--- src/rtl/lpse_pkg.sv ---
package lpse_pkg;

    localparam int TICK_W = 15;
    localparam int IDX_W  = 6;
    localparam int REG_W  = 2;
    localparam int STEP_W = 4;

    localparam logic [REG_W-1:0] REG_SHORT_TICKS = 2'd0;
    localparam logic [REG_W-1:0] REG_LONG_TICKS  = 2'd1;
    localparam logic [REG_W-1:0] REG_RESET_TICKS = 2'd2;

    localparam logic [TICK_W-1:0] SHORT_TICKS_RST = 15'd36;
    localparam logic [TICK_W-1:0] LONG_TICKS_RST  = 15'd72;
    localparam logic [TICK_W-1:0] RESET_TICKS_RST = 15'd2000;
    localparam logic [TICK_W-1:0] TICK_MAX        = 15'h7FFF;

    localparam logic [STEP_W-1:0] FINAL_BIT_STEP = 4'd7;
    localparam logic [STEP_W-1:0] MARKER_STEP    = 4'd8;

    typedef struct packed {
        logic [TICK_W-1:0] short_ticks;
        logic [TICK_W-1:0] long_ticks;
        logic [TICK_W-1:0] reset_ticks;
    } lpse_cfg_t;

    typedef struct packed {
        logic [7:0]       data_byte;
        logic             last_byte;
        logic [IDX_W-1:0] base_index;
        logic [IDX_W-1:0] marker_index;
    } lpse_entry_t;

endpackage

--- src/rtl/lpse_if.sv ---
interface lpse_in_if;
    logic       valid;
    logic       ready;
    logic [7:0] data_byte;
    logic       last_byte;

    modport source (output valid, output data_byte, output last_byte, input ready);
    modport sink   (input valid, input data_byte, input last_byte, output ready);
endinterface

interface lpse_out_if;
    logic        valid;
    logic        ready;
    logic [5:0]  word_index;
    logic [14:0] high_ticks;
    logic        high_level;
    logic [14:0] low_ticks;
    logic        low_level;
    logic        end_marker;
    logic        last_result;

    modport source (
        output valid, output word_index, output high_ticks, output high_level,
        output low_ticks, output low_level, output end_marker, output last_result,
        input ready
    );
    modport sink (
        input valid, input word_index, input high_ticks, input high_level,
        input low_ticks, input low_level, input end_marker, input last_result,
        output ready
    );
endinterface

--- src/rtl/lpse_front.sv ---
module lpse_front
    import lpse_pkg::*;
#(
    parameter int HALF_WORDS = 32
) (
    input  logic          clk,
    input  logic          rst_n,
    lpse_in_if.sink       bytes,
    input  logic          queue_full,
    output logic          push,
    output lpse_entry_t   push_entry
);

    localparam int SLOTS_PER_HALF = HALF_WORDS / 8;
    localparam int SLOT_COUNT     = 2 * SLOTS_PER_HALF;
    localparam int SLOT_W         = (SLOT_COUNT > 1) ? $clog2(SLOT_COUNT) : 1;
    localparam logic [SLOT_W-1:0] SPH_S     = SLOT_W'(SLOTS_PER_HALF);
    localparam logic [SLOT_W-1:0] SLOT_LAST = SLOT_W'(SLOT_COUNT - 1);
    localparam logic [IDX_W-1:0]  HALF_OFS  = IDX_W'(HALF_WORDS % 64);

    logic [SLOT_W-1:0] byte_slot_reg;
    logic [SLOT_W-1:0] byte_slot_next;
    logic [SLOT_W-1:0] next_slot;

    function automatic logic [IDX_W-1:0] slot_base(input logic [SLOT_W-1:0] slot);
        logic              upper;
        logic [SLOT_W-1:0] inner;
        logic [7:0]        inner8;
        upper  = (slot >= SPH_S);
        inner  = upper ? (slot - SPH_S) : slot;
        inner8 = 8'(inner);
        return {inner8[2:0], 3'b000} + (upper ? HALF_OFS : '0);
    endfunction

    assign bytes.ready = !queue_full;
    assign push        = bytes.valid && !queue_full;
    assign next_slot   = (byte_slot_reg == SLOT_LAST) ? '0 : byte_slot_reg + 1'b1;

    always_comb
    begin
        push_entry.data_byte    = bytes.data_byte;
        push_entry.last_byte    = bytes.last_byte;
        push_entry.base_index   = slot_base(byte_slot_reg);
        push_entry.marker_index = slot_base(next_slot);
    end

    always_comb
    begin
        byte_slot_next = byte_slot_reg;
        if (push)
        begin
            byte_slot_next = bytes.last_byte ? '0 : next_slot;
        end
    end

    always_ff @(posedge clk or negedge rst_n)
    begin
        if (!rst_n)
        begin
            byte_slot_reg <= '0;
        end
        else
        begin
            byte_slot_reg <= byte_slot_next;
        end
    end

endmodule

--- src/rtl/lpse_queue.sv ---
module lpse_queue
    import lpse_pkg::*;
(
    input  logic        clk,
    input  logic        rst_n,
    input  logic        push,
    input  lpse_entry_t push_entry,
    output logic        full,
    input  logic        pop,
    output lpse_entry_t pop_entry,
    output logic        not_empty
);

    lpse_entry_t entry_reg [2];
    logic       wr_ptr_reg;
    logic       wr_ptr_next;
    logic       rd_ptr_reg;
    logic       rd_ptr_next;
    logic [1:0] count_reg;
    logic [1:0] count_next;

    assign full      = (count_reg == 2'd2);
    assign not_empty = (count_reg != 2'd0);
    assign pop_entry = entry_reg[rd_ptr_reg];

    always_comb
    begin
        wr_ptr_next = push ? !wr_ptr_reg : wr_ptr_reg;
        rd_ptr_next = pop ? !rd_ptr_reg : rd_ptr_reg;
        count_next  = count_reg + 2'(push) - 2'(pop);
    end

    always_ff @(posedge clk)
    begin
        if (push)
        begin
            entry_reg[wr_ptr_reg] <= push_entry;
        end
    end

    always_ff @(posedge clk or negedge rst_n)
    begin
        if (!rst_n)
        begin
            wr_ptr_reg <= 1'b0;
            rd_ptr_reg <= 1'b0;
            count_reg  <= 2'd0;
        end
        else
        begin
            wr_ptr_reg <= wr_ptr_next;
            rd_ptr_reg <= rd_ptr_next;
            count_reg  <= count_next;
        end
    end

endmodule

--- src/rtl/lpse_back.sv ---
module lpse_back
    import lpse_pkg::*;
(
    input  logic        clk,
    input  logic        rst_n,
    input  lpse_cfg_t   cfg,
    input  logic        entry_valid,
    input  lpse_entry_t entry,
    output logic        pop,
    lpse_out_if.source  symbols
);

    logic              busy_reg;
    logic              busy_next;
    logic [STEP_W-1:0] step_reg;
    logic [STEP_W-1:0] step_next;
    logic [7:0]        data_reg;
    logic [7:0]        data_next;
    logic              last_reg;
    logic [IDX_W-1:0]  base_reg;
    logic [IDX_W-1:0]  marker_reg;

    logic              out_valid_reg;
    logic              out_valid_next;
    logic [IDX_W-1:0]  out_index_reg;
    logic [TICK_W-1:0] out_high_reg;
    logic              out_hlevel_reg;
    logic [TICK_W-1:0] out_low_reg;
    logic              out_marker_reg;
    logic              out_last_reg;

    logic              out_adv;
    logic              advance;
    logic              is_marker;
    logic              is_final_bit;
    logic              done;
    logic              load;
    logic [TICK_W-1:0] tick_sel;
    logic [TICK_W:0]   tick_sum;
    logic [TICK_W-1:0] low_val;

    assign out_adv      = !out_valid_reg || symbols.ready;
    assign advance      = busy_reg && out_adv;
    assign is_marker    = (step_reg == MARKER_STEP);
    assign is_final_bit = (step_reg == FINAL_BIT_STEP);
    assign done         = is_marker || (is_final_bit && !last_reg);
    assign load         = entry_valid && (!busy_reg || (advance && done));
    assign pop          = load;

    assign tick_sel = data_reg[7] ? cfg.long_ticks : cfg.short_ticks;
    assign tick_sum = {1'b0, tick_sel} + {1'b0, cfg.reset_ticks};
    assign low_val  = (is_final_bit && last_reg)
                      ? (tick_sum[TICK_W] ? TICK_MAX : tick_sum[TICK_W-1:0])
                      : tick_sel;

    always_comb
    begin
        busy_next = busy_reg;
        step_next = step_reg;
        data_next = data_reg;
        if (advance)
        begin
            step_next = step_reg + 1'b1;
            data_next = {data_reg[6:0], 1'b0};
            if (done)
            begin
                busy_next = 1'b0;
            end
        end
        if (load)
        begin
            busy_next = 1'b1;
            step_next = '0;
            data_next = entry.data_byte;
        end
    end

    always_comb
    begin
        out_valid_next = out_valid_reg;
        if (advance)
        begin
            out_valid_next = 1'b1;
        end
        else if (symbols.ready)
        begin
            out_valid_next = 1'b0;
        end
    end

    always_ff @(posedge clk or negedge rst_n)
    begin
        if (!rst_n)
        begin
            busy_reg      <= 1'b0;
            step_reg      <= '0;
            out_valid_reg <= 1'b0;
        end
        else
        begin
            busy_reg      <= busy_next;
            step_reg      <= step_next;
            out_valid_reg <= out_valid_next;
        end
    end

    always_ff @(posedge clk)
    begin
        data_reg <= data_next;
        if (load)
        begin
            last_reg   <= entry.last_byte;
            base_reg   <= entry.base_index;
            marker_reg <= entry.marker_index;
        end
        if (advance)
        begin
            out_index_reg  <= is_marker ? marker_reg : base_reg + IDX_W'(step_reg);
            out_high_reg   <= is_marker ? '0 : tick_sel;
            out_hlevel_reg <= !is_marker;
            out_low_reg    <= is_marker ? '0 : low_val;
            out_marker_reg <= is_marker;
            out_last_reg   <= done;
        end
    end

    assign symbols.valid       = out_valid_reg;
    assign symbols.word_index  = out_index_reg;
    assign symbols.high_ticks  = out_high_reg;
    assign symbols.high_level  = out_hlevel_reg;
    assign symbols.low_ticks   = out_low_reg;
    assign symbols.low_level   = 1'b0;
    assign symbols.end_marker  = out_marker_reg;
    assign symbols.last_result = out_last_reg;

    a_step_range: assert property (@(posedge clk) disable iff (!rst_n)
        busy_reg |-> (step_reg <= MARKER_STEP))
        else $error("sequencer step out of range");

    a_marker_last: assert property (@(posedge clk) disable iff (!rst_n)
        (busy_reg && is_marker) |-> last_reg)
        else $error("end marker step on a byte that does not close the frame");

    a_start_at_zero: assert property (@(posedge clk) disable iff (!rst_n)
        (busy_reg && step_reg != '0) |-> $past(busy_reg))
        else $error("sequencer started mid byte");

endmodule

--- src/rtl/led_pulse_symbol_encoder.sv ---
// Path: an accepted byte goes through the queue and the back-end sequencer into the output
// register. Throughput: 8 symbols per byte, 9 for a frame's last byte (end marker), one
// symbol per cycle while not stalled; a two-entry queue lets the front take bytes meanwhile.
// Reset: async active low; clears slot counter, queue and sequencer, and loads the
// tick registers with 36, 72 and 2000.
module led_pulse_symbol_encoder
    import lpse_pkg::*;
#(
    parameter int HALF_WORDS = 32
) (
    input  logic              clk,
    input  logic              rst_n,
    input  logic              cfg_we,
    input  logic [REG_W-1:0]  cfg_index,
    input  logic [TICK_W-1:0] cfg_data,
    lpse_in_if.sink           bytes,
    lpse_out_if.source        symbols
);

    lpse_cfg_t   cfg_reg;
    lpse_cfg_t   cfg_next;
    logic        queue_full;
    logic        push;
    lpse_entry_t push_entry;
    logic        pop;
    lpse_entry_t pop_entry;
    logic        not_empty;

    always_comb
    begin
        cfg_next = cfg_reg;
        if (cfg_we)
        begin
            unique case (cfg_index)
                REG_SHORT_TICKS: cfg_next.short_ticks = cfg_data;
                REG_LONG_TICKS:  cfg_next.long_ticks  = cfg_data;
                REG_RESET_TICKS: cfg_next.reset_ticks = cfg_data;
                default:         cfg_next = cfg_reg;
            endcase
        end
    end

    always_ff @(posedge clk or negedge rst_n)
    begin
        if (!rst_n)
        begin
            cfg_reg.short_ticks <= SHORT_TICKS_RST;
            cfg_reg.long_ticks  <= LONG_TICKS_RST;
            cfg_reg.reset_ticks <= RESET_TICKS_RST;
        end
        else
        begin
            cfg_reg <= cfg_next;
        end
    end

    lpse_front #(
        .HALF_WORDS (HALF_WORDS)
    ) u_front (
        .clk        (clk),
        .rst_n      (rst_n),
        .bytes      (bytes),
        .queue_full (queue_full),
        .push       (push),
        .push_entry (push_entry)
    );

    lpse_queue u_queue (
        .clk        (clk),
        .rst_n      (rst_n),
        .push       (push),
        .push_entry (push_entry),
        .full       (queue_full),
        .pop        (pop),
        .pop_entry  (pop_entry),
        .not_empty  (not_empty)
    );

    lpse_back u_back (
        .clk         (clk),
        .rst_n       (rst_n),
        .cfg         (cfg_reg),
        .entry_valid (not_empty),
        .entry       (pop_entry),
        .pop         (pop),
        .symbols     (symbols)
    );

endmodule

--- src/flat_wrapper.sv ---
// flat-port wrapper written by rule: the top's interface ports become plain ports
module led_pulse_symbol_encoder_flat import lpse_pkg::*;
#(
    parameter int HALF_WORDS = 32
)
  (clk, rst_n, cfg_we, cfg_index, cfg_data, bytes_valid, bytes_data_byte, bytes_last_byte, bytes_ready, symbols_valid, symbols_word_index, symbols_high_ticks, symbols_high_level, symbols_low_ticks, symbols_low_level, symbols_end_marker, symbols_last_result, symbols_ready);
  lpse_in_if bytes_i ();
  lpse_out_if symbols_i ();
  input  logic clk;
  input  logic rst_n;
  input  logic cfg_we;
  input  logic [REG_W-1:0] cfg_index;
  input  logic [TICK_W-1:0] cfg_data;
  input wire logic [$bits(bytes_i.valid)-1:0] bytes_valid;
  input wire logic [$bits(bytes_i.data_byte)-1:0] bytes_data_byte;
  input wire logic [$bits(bytes_i.last_byte)-1:0] bytes_last_byte;
  output wire logic [$bits(bytes_i.ready)-1:0] bytes_ready;
  output wire logic [$bits(symbols_i.valid)-1:0] symbols_valid;
  output wire logic [$bits(symbols_i.word_index)-1:0] symbols_word_index;
  output wire logic [$bits(symbols_i.high_ticks)-1:0] symbols_high_ticks;
  output wire logic [$bits(symbols_i.high_level)-1:0] symbols_high_level;
  output wire logic [$bits(symbols_i.low_ticks)-1:0] symbols_low_ticks;
  output wire logic [$bits(symbols_i.low_level)-1:0] symbols_low_level;
  output wire logic [$bits(symbols_i.end_marker)-1:0] symbols_end_marker;
  output wire logic [$bits(symbols_i.last_result)-1:0] symbols_last_result;
  input wire logic [$bits(symbols_i.ready)-1:0] symbols_ready;
  assign bytes_i.valid = bytes_valid;
  assign bytes_i.data_byte = bytes_data_byte;
  assign bytes_i.last_byte = bytes_last_byte;
  assign bytes_ready = bytes_i.ready;
  assign symbols_valid = symbols_i.valid;
  assign symbols_word_index = symbols_i.word_index;
  assign symbols_high_ticks = symbols_i.high_ticks;
  assign symbols_high_level = symbols_i.high_level;
  assign symbols_low_ticks = symbols_i.low_ticks;
  assign symbols_low_level = symbols_i.low_level;
  assign symbols_end_marker = symbols_i.end_marker;
  assign symbols_last_result = symbols_i.last_result;
  assign symbols_i.ready = symbols_ready;
  led_pulse_symbol_encoder #(.HALF_WORDS(HALF_WORDS)) u_core (.clk(clk), .rst_n(rst_n), .cfg_we(cfg_we), .cfg_index(cfg_index), .cfg_data(cfg_data), .bytes(bytes_i), .symbols(symbols_i));
endmodule
--- config.mk ---
export PLATFORM = sky130hd
export DESIGN_NAME = led_pulse_symbol_encoder_flat
export DESIGN_NICKNAME = d
export VERILOG_FILES = /design/src/rtl/lpse_pkg.sv /design/src/rtl/lpse_if.sv /design/src/rtl/lpse_front.sv /design/src/rtl/lpse_queue.sv /design/src/rtl/lpse_back.sv /design/src/rtl/led_pulse_symbol_encoder.sv /design/src/flat_wrapper.sv
export SDC_FILE = /design/constraint.sdc
export NUM_CORES = 1
export LEC_CHECK = 0
export BUFFER_PORTS_ARGS = -buffer_cell sky130_fd_sc_hd__clkbuf_2
export CORE_ASPECT_RATIO = 1.2
export CORE_MARGIN = 4
export CORE_UTILIZATION = 55
export CTS_CLUSTER_DIAMETER = 150
export DETAILED_ROUTE_END_ITERATION = 16
export MAX_ROUTING_LAYER = met4
export PLACE_DENSITY = 0.74
export SLEW_MARGIN = 30
export SYNTH_ARGS = -nofsm -noshare
export SYNTH_HDL_FRONTEND = slang
export SYNTH_SLANG_ARGS = --single-unit
--- constraint.sdc ---
create_clock -name clk -period 7.7 [get_ports clk]
set_input_delay 0.77 -clock clk [delete_from_list [all_inputs] [get_ports clk]]
set_output_delay 0.77 -clock clk [all_outputs]
set_load 0.01 [all_outputs]
==> results of run 1 <==
-- cell usage in the layout (no fill, tap or decap), types with 9 or more instances in the layout --
| cell | n |
|---|---|
| a21oi_1 | 20 |
| a221oi_1 | 11 |
| clkbuf_16 | 17 |
| clkbuf_2 | 71 |
| dfrtp_1 | 48 |
| dfstp_2 | 10 |
| edfxtp_1 | 84 |
| ha_1 | 24 |
| inv_1 | 19 |
| mux2_2 | 56 |
| mux2i_1 | 19 |
| nand2_1 | 18 |
| nor2_1 | 33 |
| o21ai_0 | 14 |
| xnor2_1 | 11 |
| xor2_1 | 9 |
-- cell usage after synthesis (2+ instances only) --
cell | count | area share (%)
ha_1 | 24 | 4.7
a21oi_1 | 21 | 1.7
clkbuf_1 | 14 | 0.83
edfxtp_1 | 84 | 40
inv_1 | 20 | 1.2
nor4_1 | 2 | 0.20
dfstp_2 | 10 | 4.1
xor2_1 | 9 | 1.2
nand2_1 | 18 | 1.1
and2_1 | 5 | 0.49
mux2_2 | 56 | 9.9
xnor2_1 | 11 | 1.5
o21ai_0 | 14 | 1.1
mux2i_1 | 19 | 3.0
buf_2 | 2 | 0.16
a21o_1 | 7 | 0.83
a221oi_1 | 11 | 1.5
and3_1 | 2 | 0.20
dfrtp_1 | 48 | 19
nor2b_1 | 2 | 0.20
nand2b_1 | 6 | 0.59
or2_2 | 3 | 0.30
nor2_1 | 33 | 2.0
nand3b_1 | 4 | 0.47
-- worst max-delay path, delay by kind of cell (launching register included) --
| kind | cells | cell delay [ns] |
|---|---|---|
| compound gates | 6 | 1.64 |
| fa+ha+maj | 1 | 0.36 |
| buf+inv | 1 | 0.08 |
| flops | 1 | 0.93 |
| mux | 1 | 0.37 |
| simple gates | 1 | 0.16 |
-- worst max path at each step --
stage | from | slack, ns | endpoint
5_1_grt | u_core.u_back.data_reg[7] | 3.57 | u_core.u_back.symbols.low_ticks[12]
3_5_place_dp | u_core.u_back.data_reg[7] | 3.81 | u_core.u_back.symbols.low_ticks[4]
6_report | u_core.u_back.data_reg[7] | 3.84 | u_core.u_back.symbols.low_ticks[4]
2_1_floorplan | u_core.u_back.data_reg[7] | 4.30 | u_core.u_back.symbols.low_ticks[12]
4_1_cts | u_core.u_back.data_reg[7] | 3.79 | u_core.u_back.symbols.low_ticks[4]
3_3_place_gp | u_core.u_back.data_reg[7] | 3.96 | u_core.u_back.symbols.low_ticks[6]
-- stage by stage --
step / hold WS, ns / area, um^2 / cells / power, mW / setup slack, ns
finish: 0.4992 / 7468 / 695 / 2.909 / 3.845
global route: 0.5230 / 7468 / 695 / 3.087 / 3.574
CTS: 0.4976 / 7467 / 695 / 2.929 / 3.791
detailed placement: 0.4884 / 6850 / 663 / 2.073 / 3.813
global placement: 0.4749 / 6850 / 663 / 2.030 / 3.963
floorplan: 0.4608 / 6347 / 453 / 1.818 / 4.300
-- cell families (layout without fill, tap and decap cells) --
logic type | after synthesis | count (layout)
compound gates | 65 | 65
xor+xnor | 20 | 20
fa+ha+maj | 25 | 25
buf+inv | 39 | 127
flops | 142 | 142
mux | 75 | 75
other cells | 1 | 1
simple gates | 86 | 86
-- layer usage --
| layer | GRT usage (%) | part of all wire, % | vias up |
|---|---|---|---|
| met5 | - | 0 | - |
| met4 | 6.936 | 1.6 | 0 |
| met3 | 5.118 | 5.0 | 16 |
| met2 | 30.26 | 48 | 104 |
| met1 | 25.93 | 45 | 1851 |
| li1 | - | - | 1800 |
-- power groups by stage --
stage | clock (mW) | sequential [mW] | combinational (mW)
after floorplan | 0 | 1.19 | 0.625
after global placement | 0 | 1.21 | 0.816
after detailed placement | 0 | 1.22 | 0.849
after CTS | 0.859 | 1.21 | 0.859
after global routing | 0.897 | 1.23 | 0.955
final | 0.847 | 1.21 | 0.854
-- cell type report --
type,count,area (um^2),share of cell area [%]
Clock inverter,10,162.7,2.178
Multi-Input combinational cell,272,2212,29.62
Timing Repair Buffer,75,385.4,5.160
Inverter,20,75.07,1.005
Sequential cell,142,3986,53.38
Clock buffer,22,454.2,6.081
Tap cell,154,192.7,2.580
==> impl_summary.md, run 1 <==
Timing
Setup repair after global routing left no endpoint under its margin. The final setup violation count is 0. The total count of max-transition violations in the final report is 0.

The clock skew is 0.007941 ns. The total negative slack is 0 ns. The part of the cycle the worst path needs is 50.07%. The final period demand of the worst path is 3.855 ns. The worst slew margin relative to its limit is 36.95%. Timing would allow up to 259.4 MHz. The transition time at the pin with the least slew margin is 0.9429 ns. The hold violation count in the final report came to 0.

Floorplanning
The floorplan step defined a core boundary enclosing 0.01114 mm^2. The die height is 125.7 um. The initial utilization of the core area, before any placement, comes to 56.97%. 73 I/O pins were placed. Measured along the x axis, the die boundary spans 106.1 um.

The initialized floorplan defines 42 standard-cell rows. The floorplan die area is 0.01333 mm^2.

Synth
The share of the synthesized area in compound gates (AO/OA/AOI/OAI) is 7.057%. The dominant synthesized flop cell is edfxtp_1. The count of different cell masters after synthesis is 52. Multiplexer cells account for 12.93% of the synthesized area.

During synthesis, Yosys emitted a total of 0 warnings. The xor-xnor portion of the synthesized cell area is 2.760%. The basic-gate share of the synthesized area counting and, or, nand and nor cells is 6.820%. The average cell area after synthesis is 14.01 um^2.

Synthesis produced 453 cells. The net count after synthesis is 509. Summing every instance area after synthesis gives 0.006347 mm^2.

The count of flip-flops with a built-in enable after synthesis is 84. The share of async-settable or async-resettable flops after synthesis is 40.85%. The sequential share of the synthesized area is 62.80%. Summing the areas of all fa, ha and maj instances in the mapped netlist gives 5.046% of the synthesized area. The main combinational cell family by area after synthesis is multiplexers. The synthesized design contains 142 register bits.

Global routing
The number of antenna violations at the first check in global routing is 0. The global-route wire length before repair is 19.84 mm. For this run the aggregate overflow at the end of global routing stands at 0. The pin count of the biggest net entering global routing is 59. The overall global routing resource usage is 19.79%. The number of global-route vias before repair is 3,943.

Critical path
The source of the worst register-to-register timing path is u_core.u_back.data_reg[7]. The slowest library cell on the worst path is edfxtp_1. Measured in cells, the most critical reg-to-reg path has a length of 10. Across all register-to-register paths, the minimum setup slack is 3.84 ns. The endpoint required time on the critical path is 7.81 ns. At the worst endpoint, the arrival time is 3.96 ns. The endpoint of the lowest-slack register-to-register path is u_core.u_back.symbols.low_ticks[4]. The capturing element type of the critical path is a flop. Of all nets on the critical path, the largest fanout is 15. Walking the worst path, the cells encountered are mux2i_1, inv_1, ha_1, a21o_1, a21oi_1, o31a_1, o31ai_2, nand2b_4, a311oi_4, a221oi_1.

The kind of critical path is reg -> reg. The largest single stage delay on the critical path is 0.93 ns. STA classifies the critical path startpoint as a flop.

Clock tree
The clock root buffer master is clkbuf_16. Once the clock tree was built, the setup fixing pass inserted 0 buffers. Gates resized during post-CTS repair numbered 0. The total clock sinks is 142. The TritonCTS clock tree is done. The post-cts hold buffer count is 0. The clock transition at the register clock pins on the worst setup and hold paths after CTS is 0.06 ns. CTS built an H-tree with a depth of 4. The clock passes through at most 2 buffers. The clock latency on the worst-skew pair is 0.41 ns. TritonCTS created 17 clock buffers.

Routing
Dividing the detail-routed wire length by the instance count gives 17.12 um. After detailed routing, the total wire length is 11.90 mm. For this run, design rule violations remaining after detail routing come to 0.

The detail-routed via count per cell is 5.426. The number of nets with antenna violations after routing is 0. The initial DRC count is 251.

The total via count in the routed design is 3,771. The number of search-and-repair iterations in the first detailed-routing pass is 5.

Finish
For this run, the post-layout net count is 584. Measured on the finished design, the core utilization comes to 67.04%. Fill cells in the final layout number 809. The area added between synthesis and finish is 17.66%. The fraction of final layout cells with drive strength greater than 1 is 33.64%.

The flip-flop count of the largest register after layout is 45. The antenna diode count is 0.

Place
The final HPWL from detailed placement is 8.085 mm. The global placement routability congestion is 0.8322. The number of I/O port buffers is 71.

Pwr
The static leakage is 3.184 nW. The cell internal power dissipation is 2.018 mW. The fraction of power spent switching nets is 30.65%. The combinational cell fraction of total power is 29.4%. The portion of total power attributed to the clock network is 29.1%. The power spent charging and discharging nets is 0.8917 mW. In this run, flip-flops and latches consume 41.5% of the power. The worst-case IR drop observed on VDD is 0.1869 mV. In this run the power density over the cells is 389.6 mW/mm^2.

Worst hold path
In this run the most critical hold path is launched from u_core.u_queue.wr_ptr_reg. The kind of path behind the tightest hold check is reg -> reg. The path with the worst hold slack has its endpoint at u_core.u_queue.wr_ptr_reg. The cell count of the worst hold path is 1.

Run status
The flow ran to the end, and the final reports show no timing, DRC or antenna violations.

Run
The number of max-capacitance violations reported is 0.
No activity file was read; power rests on OpenSTA's default activity.
==> run 2: changes to the inputs <==
--- a/config.mk
+++ b/config.mk
@@ -5,10 +5,11 @@
 export SDC_FILE = /design/constraint.sdc
 export NUM_CORES = 1
 export LEC_CHECK = 0
+export ABC_AREA = 1
 export BUFFER_PORTS_ARGS = -buffer_cell sky130_fd_sc_hd__clkbuf_2
 export CORE_ASPECT_RATIO = 1.2
 export CORE_MARGIN = 4
-export CORE_UTILIZATION = 55
+export CORE_UTILIZATION = 53
 export CTS_CLUSTER_DIAMETER = 150
 export DETAILED_ROUTE_END_ITERATION = 16
 export MAX_ROUTING_LAYER = met4
==> constraint.sdc (replaced) <==
create_clock -name clk -period 3.2 [get_ports clk]
set_input_delay 0.32 -clock clk [delete_from_list [all_inputs] [get_ports clk]]
set_output_delay 0.32 -clock clk [all_outputs]
set_load 0.01 [all_outputs]
==> run 2 against run 1 <==
The flow now finishes with violations (hold timing). Critical path depth up 5. Power grew to 2.7 times the previous value. Maximum frequency increased by 32%. Clock-buffer cell count shrank 5. Via count increased by 30%. Die area rose by 8.7%. Synthesized cell count is 58% higher. Synthesized area grew 5.4%. Cell count rose by 39%. Worst setup slack got worse by 3.6 ns. Critical endpoint is now u_core.u_back.symbols.low_ticks[10]. Highest routed layer unchanged.
==> impl_summary.md, run 2 <==
Pwr
The sequential share of power is 38.8% (-2.7 points). The peak ir drop on the vdd network is 0.5338 mV (+190%). The portion of total power attributed to the clock network came to 26.3% (-2.8 points). The static leakage was 3.843 nW (+21%). The fraction of power spent switching nets came to 36.48% (+5.8 points).

The areal power density over the cells is 1003 mW/mm^2 (+160%). The power spent charging and discharging nets is 2.880 mW (+220%). The combinational cell fraction of total power is 34.9% (+5.5 points). The post-layout total power is 7.895 mW (+170%).

The cell internal power dissipation is 5.015 mW (+150%).

Clock tree
The number of gates resized after CTS is 0 (unchanged). The total clock sinks is 142 (unchanged). The clock latency on the worst-skew pair came to 0.42 ns (about the same). The clock transition at the register clock pins on the worst setup and hold paths after CTS came to 0.06 ns (about the same).

The clock buffer count from CTS is 17 (unchanged). TritonCTS built the clock tree. The deepest clock path buffer count is 2 (unchanged). The clock root buffer master is clkbuf_16.

The H-tree depth reported by CTS is 4 (unchanged). The post-cts hold buffer count is 0 (unchanged).

Critical path
The endpoint required time on the critical path is 3.37 ns (-4.44 ns). The critical path startpoint category is a flop. The critical path goes through buf_6, o21ai_0, inv_1, ha_1, fa_1, nand2_1, nand2_1, nand3_1, nand2_1, nand2_1, nand2_1, nand2_1, nand2_1, nor2_1, nor2_1.

The worst setup path is captured at a flop. The slowest stage of the critical path belongs to the cell edfxtp_1. By instance count, the cell type seen most on the critical path is nand2_1. The biggest fanout along the worst timing path is 15 (unchanged). The stage delay of the slowest cell on the critical path is 0.62 ns (-0.31 ns). The critical path is of the reg -> reg type.

The signal arrival time at the worst endpoint is 3.10 ns (-0.86 ns).

Synth
The number of cells produced by synthesis came to 716 (+58%). The synthesis warning total is 0 (unchanged). The net count after synthesis is 772 (+52%). The count of flip-flops with a built-in enable after synthesis is 84 (unchanged). The share of async-settable or async-resettable flops after synthesis was 40.85% (unchanged). Ranked by total cell area, the synthesized netlist is headed by edfxtp_1 38%, dfrtp_1 18%, nand2_1 12%. The cell type with the largest total area after synthesis is edfxtp_1.

The synthesized flop and latch total is 142 (unchanged). The most used flip-flop cell after synthesis is edfxtp_1. The count of different cell masters after synthesis came to 31 (-40%).

The average cell area after synthesis was 9.342 um^2 (-33%). nand2_1 is the most common cell in the netlist. The cell area after synthesis came to 0.006689 mm^2 (+5.4%). The sequential share of the synthesized area is 59.60% (-3.2 points). The top-area cell type share of the netlist area is 37.71% (-2.0 points).

The commonest cells after synthesis are 216 x nand2_1, 93 x inv_1, 84 x edfxtp_1, 74 x o21ai_0, 61 x nor2_1.

Timing
The total negative slack is 0 ns (unchanged). The part of the cycle the worst path needs was 91.34% (+41 points). The total count of max-transition violations in the final report is 0 (unchanged).

The final hold slack is -0.02619 ns (-0.5254 ns). The peak clock frequency supported by timing is 342.1 MHz (+32%). The worst slew margin relative to its limit came to 41.03% (+4.1 points).

The transition time at the pin with the least slew margin is 0.8825 ns (-0.06044 ns). Setup repair after global routing left no endpoint under its margin. The final period demand of the worst path is 2.923 ns (-0.9324 ns). The final setup violation count is 0 (unchanged). The worst path setup slack after routing is 0.2772 ns (-3.568 ns). The clock skew is 0.006157 ns (-0.001783 ns). The hold violation count in the final report came to 26 (+26).

Floorplanning
The floorplan die area is 0.01449 mm^2 (+8.7%). The total number of placement rows is 44 (+4.8%). The core region area was 0.01222 mm^2 (+9.7%). The die height is 131.1 um (+4.3%). The boundary pin count is 73 (unchanged).

The die boundary width is 110.6 um (+4.2%). The starting utilization of the core area came to 54.73% (-2.2 points).

Finish
The flip-flop count of the largest register after layout is 45 (unchanged). The final-layout fill cell count is 992 (+23%). The library cell used most frequently in the layout, excluding fill and tap cells, is nand2_1. In the layout the commonest cells are 215 x nand2_1, 93 x inv_1, 84 x edfxtp_1, 74 x o21ai_0, 70 x clkbuf_2. The antenna diode count is 0 (unchanged). The filler-free cell count of the finished design was 968 (+39%). The number of nets in the layout is 850 (+46%).

The area added between synthesis and finish is 17.68% (about the same). The utilization after layout is 64.40% (-2.6 points). The fraction of final layout cells with drive strength greater than 1 was 17.97% (-16 points).

Routing
The detail-routed via count per cell is 5.069 (-6.6%). The wire length per cell is 14.58 um (-15%). The total via count in the routed design is 4,907 (+30%). The number of nets with antenna violations after routing is 0 (unchanged). The number of search-and-repair iterations in the first detailed-routing pass was 5 (unchanged). The number of design rule violations left after detail routing is 0 (unchanged).

The total length of routed wires came to 14.11 mm (+19%). The initial DRC count is 383 (+53%).

Global routing
The global route total overflow is 0 (unchanged). The overall global routing resource usage came to 21.05% (+1.3 points). The global-route wire length before repair was 23.30 mm (+17%). The pin count of the biggest net entering global routing came to 45 (-24%). The number of antenna violations at the first check in global routing is 0 (unchanged). The number of global-route vias before repair is 4,887 (+24%).

Worst hold path
The path class of the tightest hold or removal check is in -> async.

Place
The number of cells after detailed placement was 935 (+41%). The pre-CTS setup slack is 0.3284 ns (-3.484 ns). The global placement routability congestion is 0.8680 (+4.3%). The final HPWL from detailed placement is 9.884 mm (+22%).

The number of I/O port buffers is 71 (unchanged).

Run
The number of max-capacitance violations reported was 0 (unchanged).

Run status
The run finished, with violations left. The final reports fail on hold timing.
## run 2: critical path, delay by kind of cell (launching register included)
family,cells,cell delay [ns]
and+or+nand+nor,10,0.72
adders and majority gates,2,0.67
DFF,1,0.62
buffers and inverters,2,0.34
AOI/OAI and AO/OA,1,0.30
## run 2: logic make-up (layout without fill, tap and decap cells)
logic type	count (synthesis)	after routing	synth area share [%]
buffers and inverters	122	213	7.071
other	1	1	0.05606
AO/OA/AOI/OAI	103	103	8.212
AND/OR/NAND/NOR	310	310	18.57
adder cells (fa/ha/maj)	25	25	4.789
XOR/XNOR	13	13	1.702
flip-flops	142	142	59.60
## run 2: per-layer routing
metal	up-vias	wire (um)	global-route usage, %	share of wire [%]
li1	2451	-	-	-
met1	2278	5842	23.92	41
met2	148	7169	36.64	51
met3	30	745	4.362	5.3
met4	0	352	8.913	2.5
met5	-	0	-	0
## run 2: repair_timing
item	in CTS	in global routing
endpoints found under the setup margin	0	10
buffers inserted	0	1
hold endpoints to repair	0	0
## run 2: final cells by class
class	count	area (um^2)	area share [%]
Inverter	99	371.6	4.721
Sequential cell	142	3986	50.64
Clock inverter	15	200.2	2.543
Multi-Input combinational cell	452	2245	28.52
Tap cell	161	201.4	2.559
Clock buffer	17	425.4	5.405
Timing Repair Buffer	82	441.7	5.611
## run 2: final timing paths
| check | slack, ns | depth (start not counted) | to | from |
|---|---|---|---|---|
| setup / recovery | 0.28 | 15 | u_core.u_back.symbols.low_ticks[10] | u_core.u_back.data_reg[7] |
| hold / removal | -0.03 | 1 | u_core.u_queue.count_reg[1] | rst_n |
| setup reg to reg | 0.28 | 15 | u_core.u_back.symbols.low_ticks[10] | u_core.u_back.data_reg[7] |
| hold reg to reg | 0.48 | 2 | u_core.cfg_reg[36] | u_core.cfg_reg[36] |
| max in group asynchronous | 2.42 | 2 | u_core.cfg_reg[18] | rst_n |
| min in group clk | 0.08 | 1 | u_core.u_queue.entry_reg[1][15] | bytes_data_byte[2] |
## run 2: per-stage QoR
stage | area (um^2) | hold slack [ns]
detailed placement | 7227 | 0.4681
global placement | 7227 | 0.4624
CTS | 7853 | 0.01719
global route | 7871 | 0.03983
floorplan | 6689 | 0.02441
finish | 7871 | -0.02619
## run 2: power groups by stage
stage | Sequential, mW | Clock (mW) | Combinational (mW)
3_5_place_dp | 3.11 | 0 | 2.69
4_1_cts | 3.08 | 2.10 | 2.73
5_1_grt | 3.13 | 2.19 | 3.17
3_3_place_gp | 3.09 | 0 | 2.63
6_report | 3.06 | 2.08 | 2.76
2_1_floorplan | 3.13 | 0 | 1.80
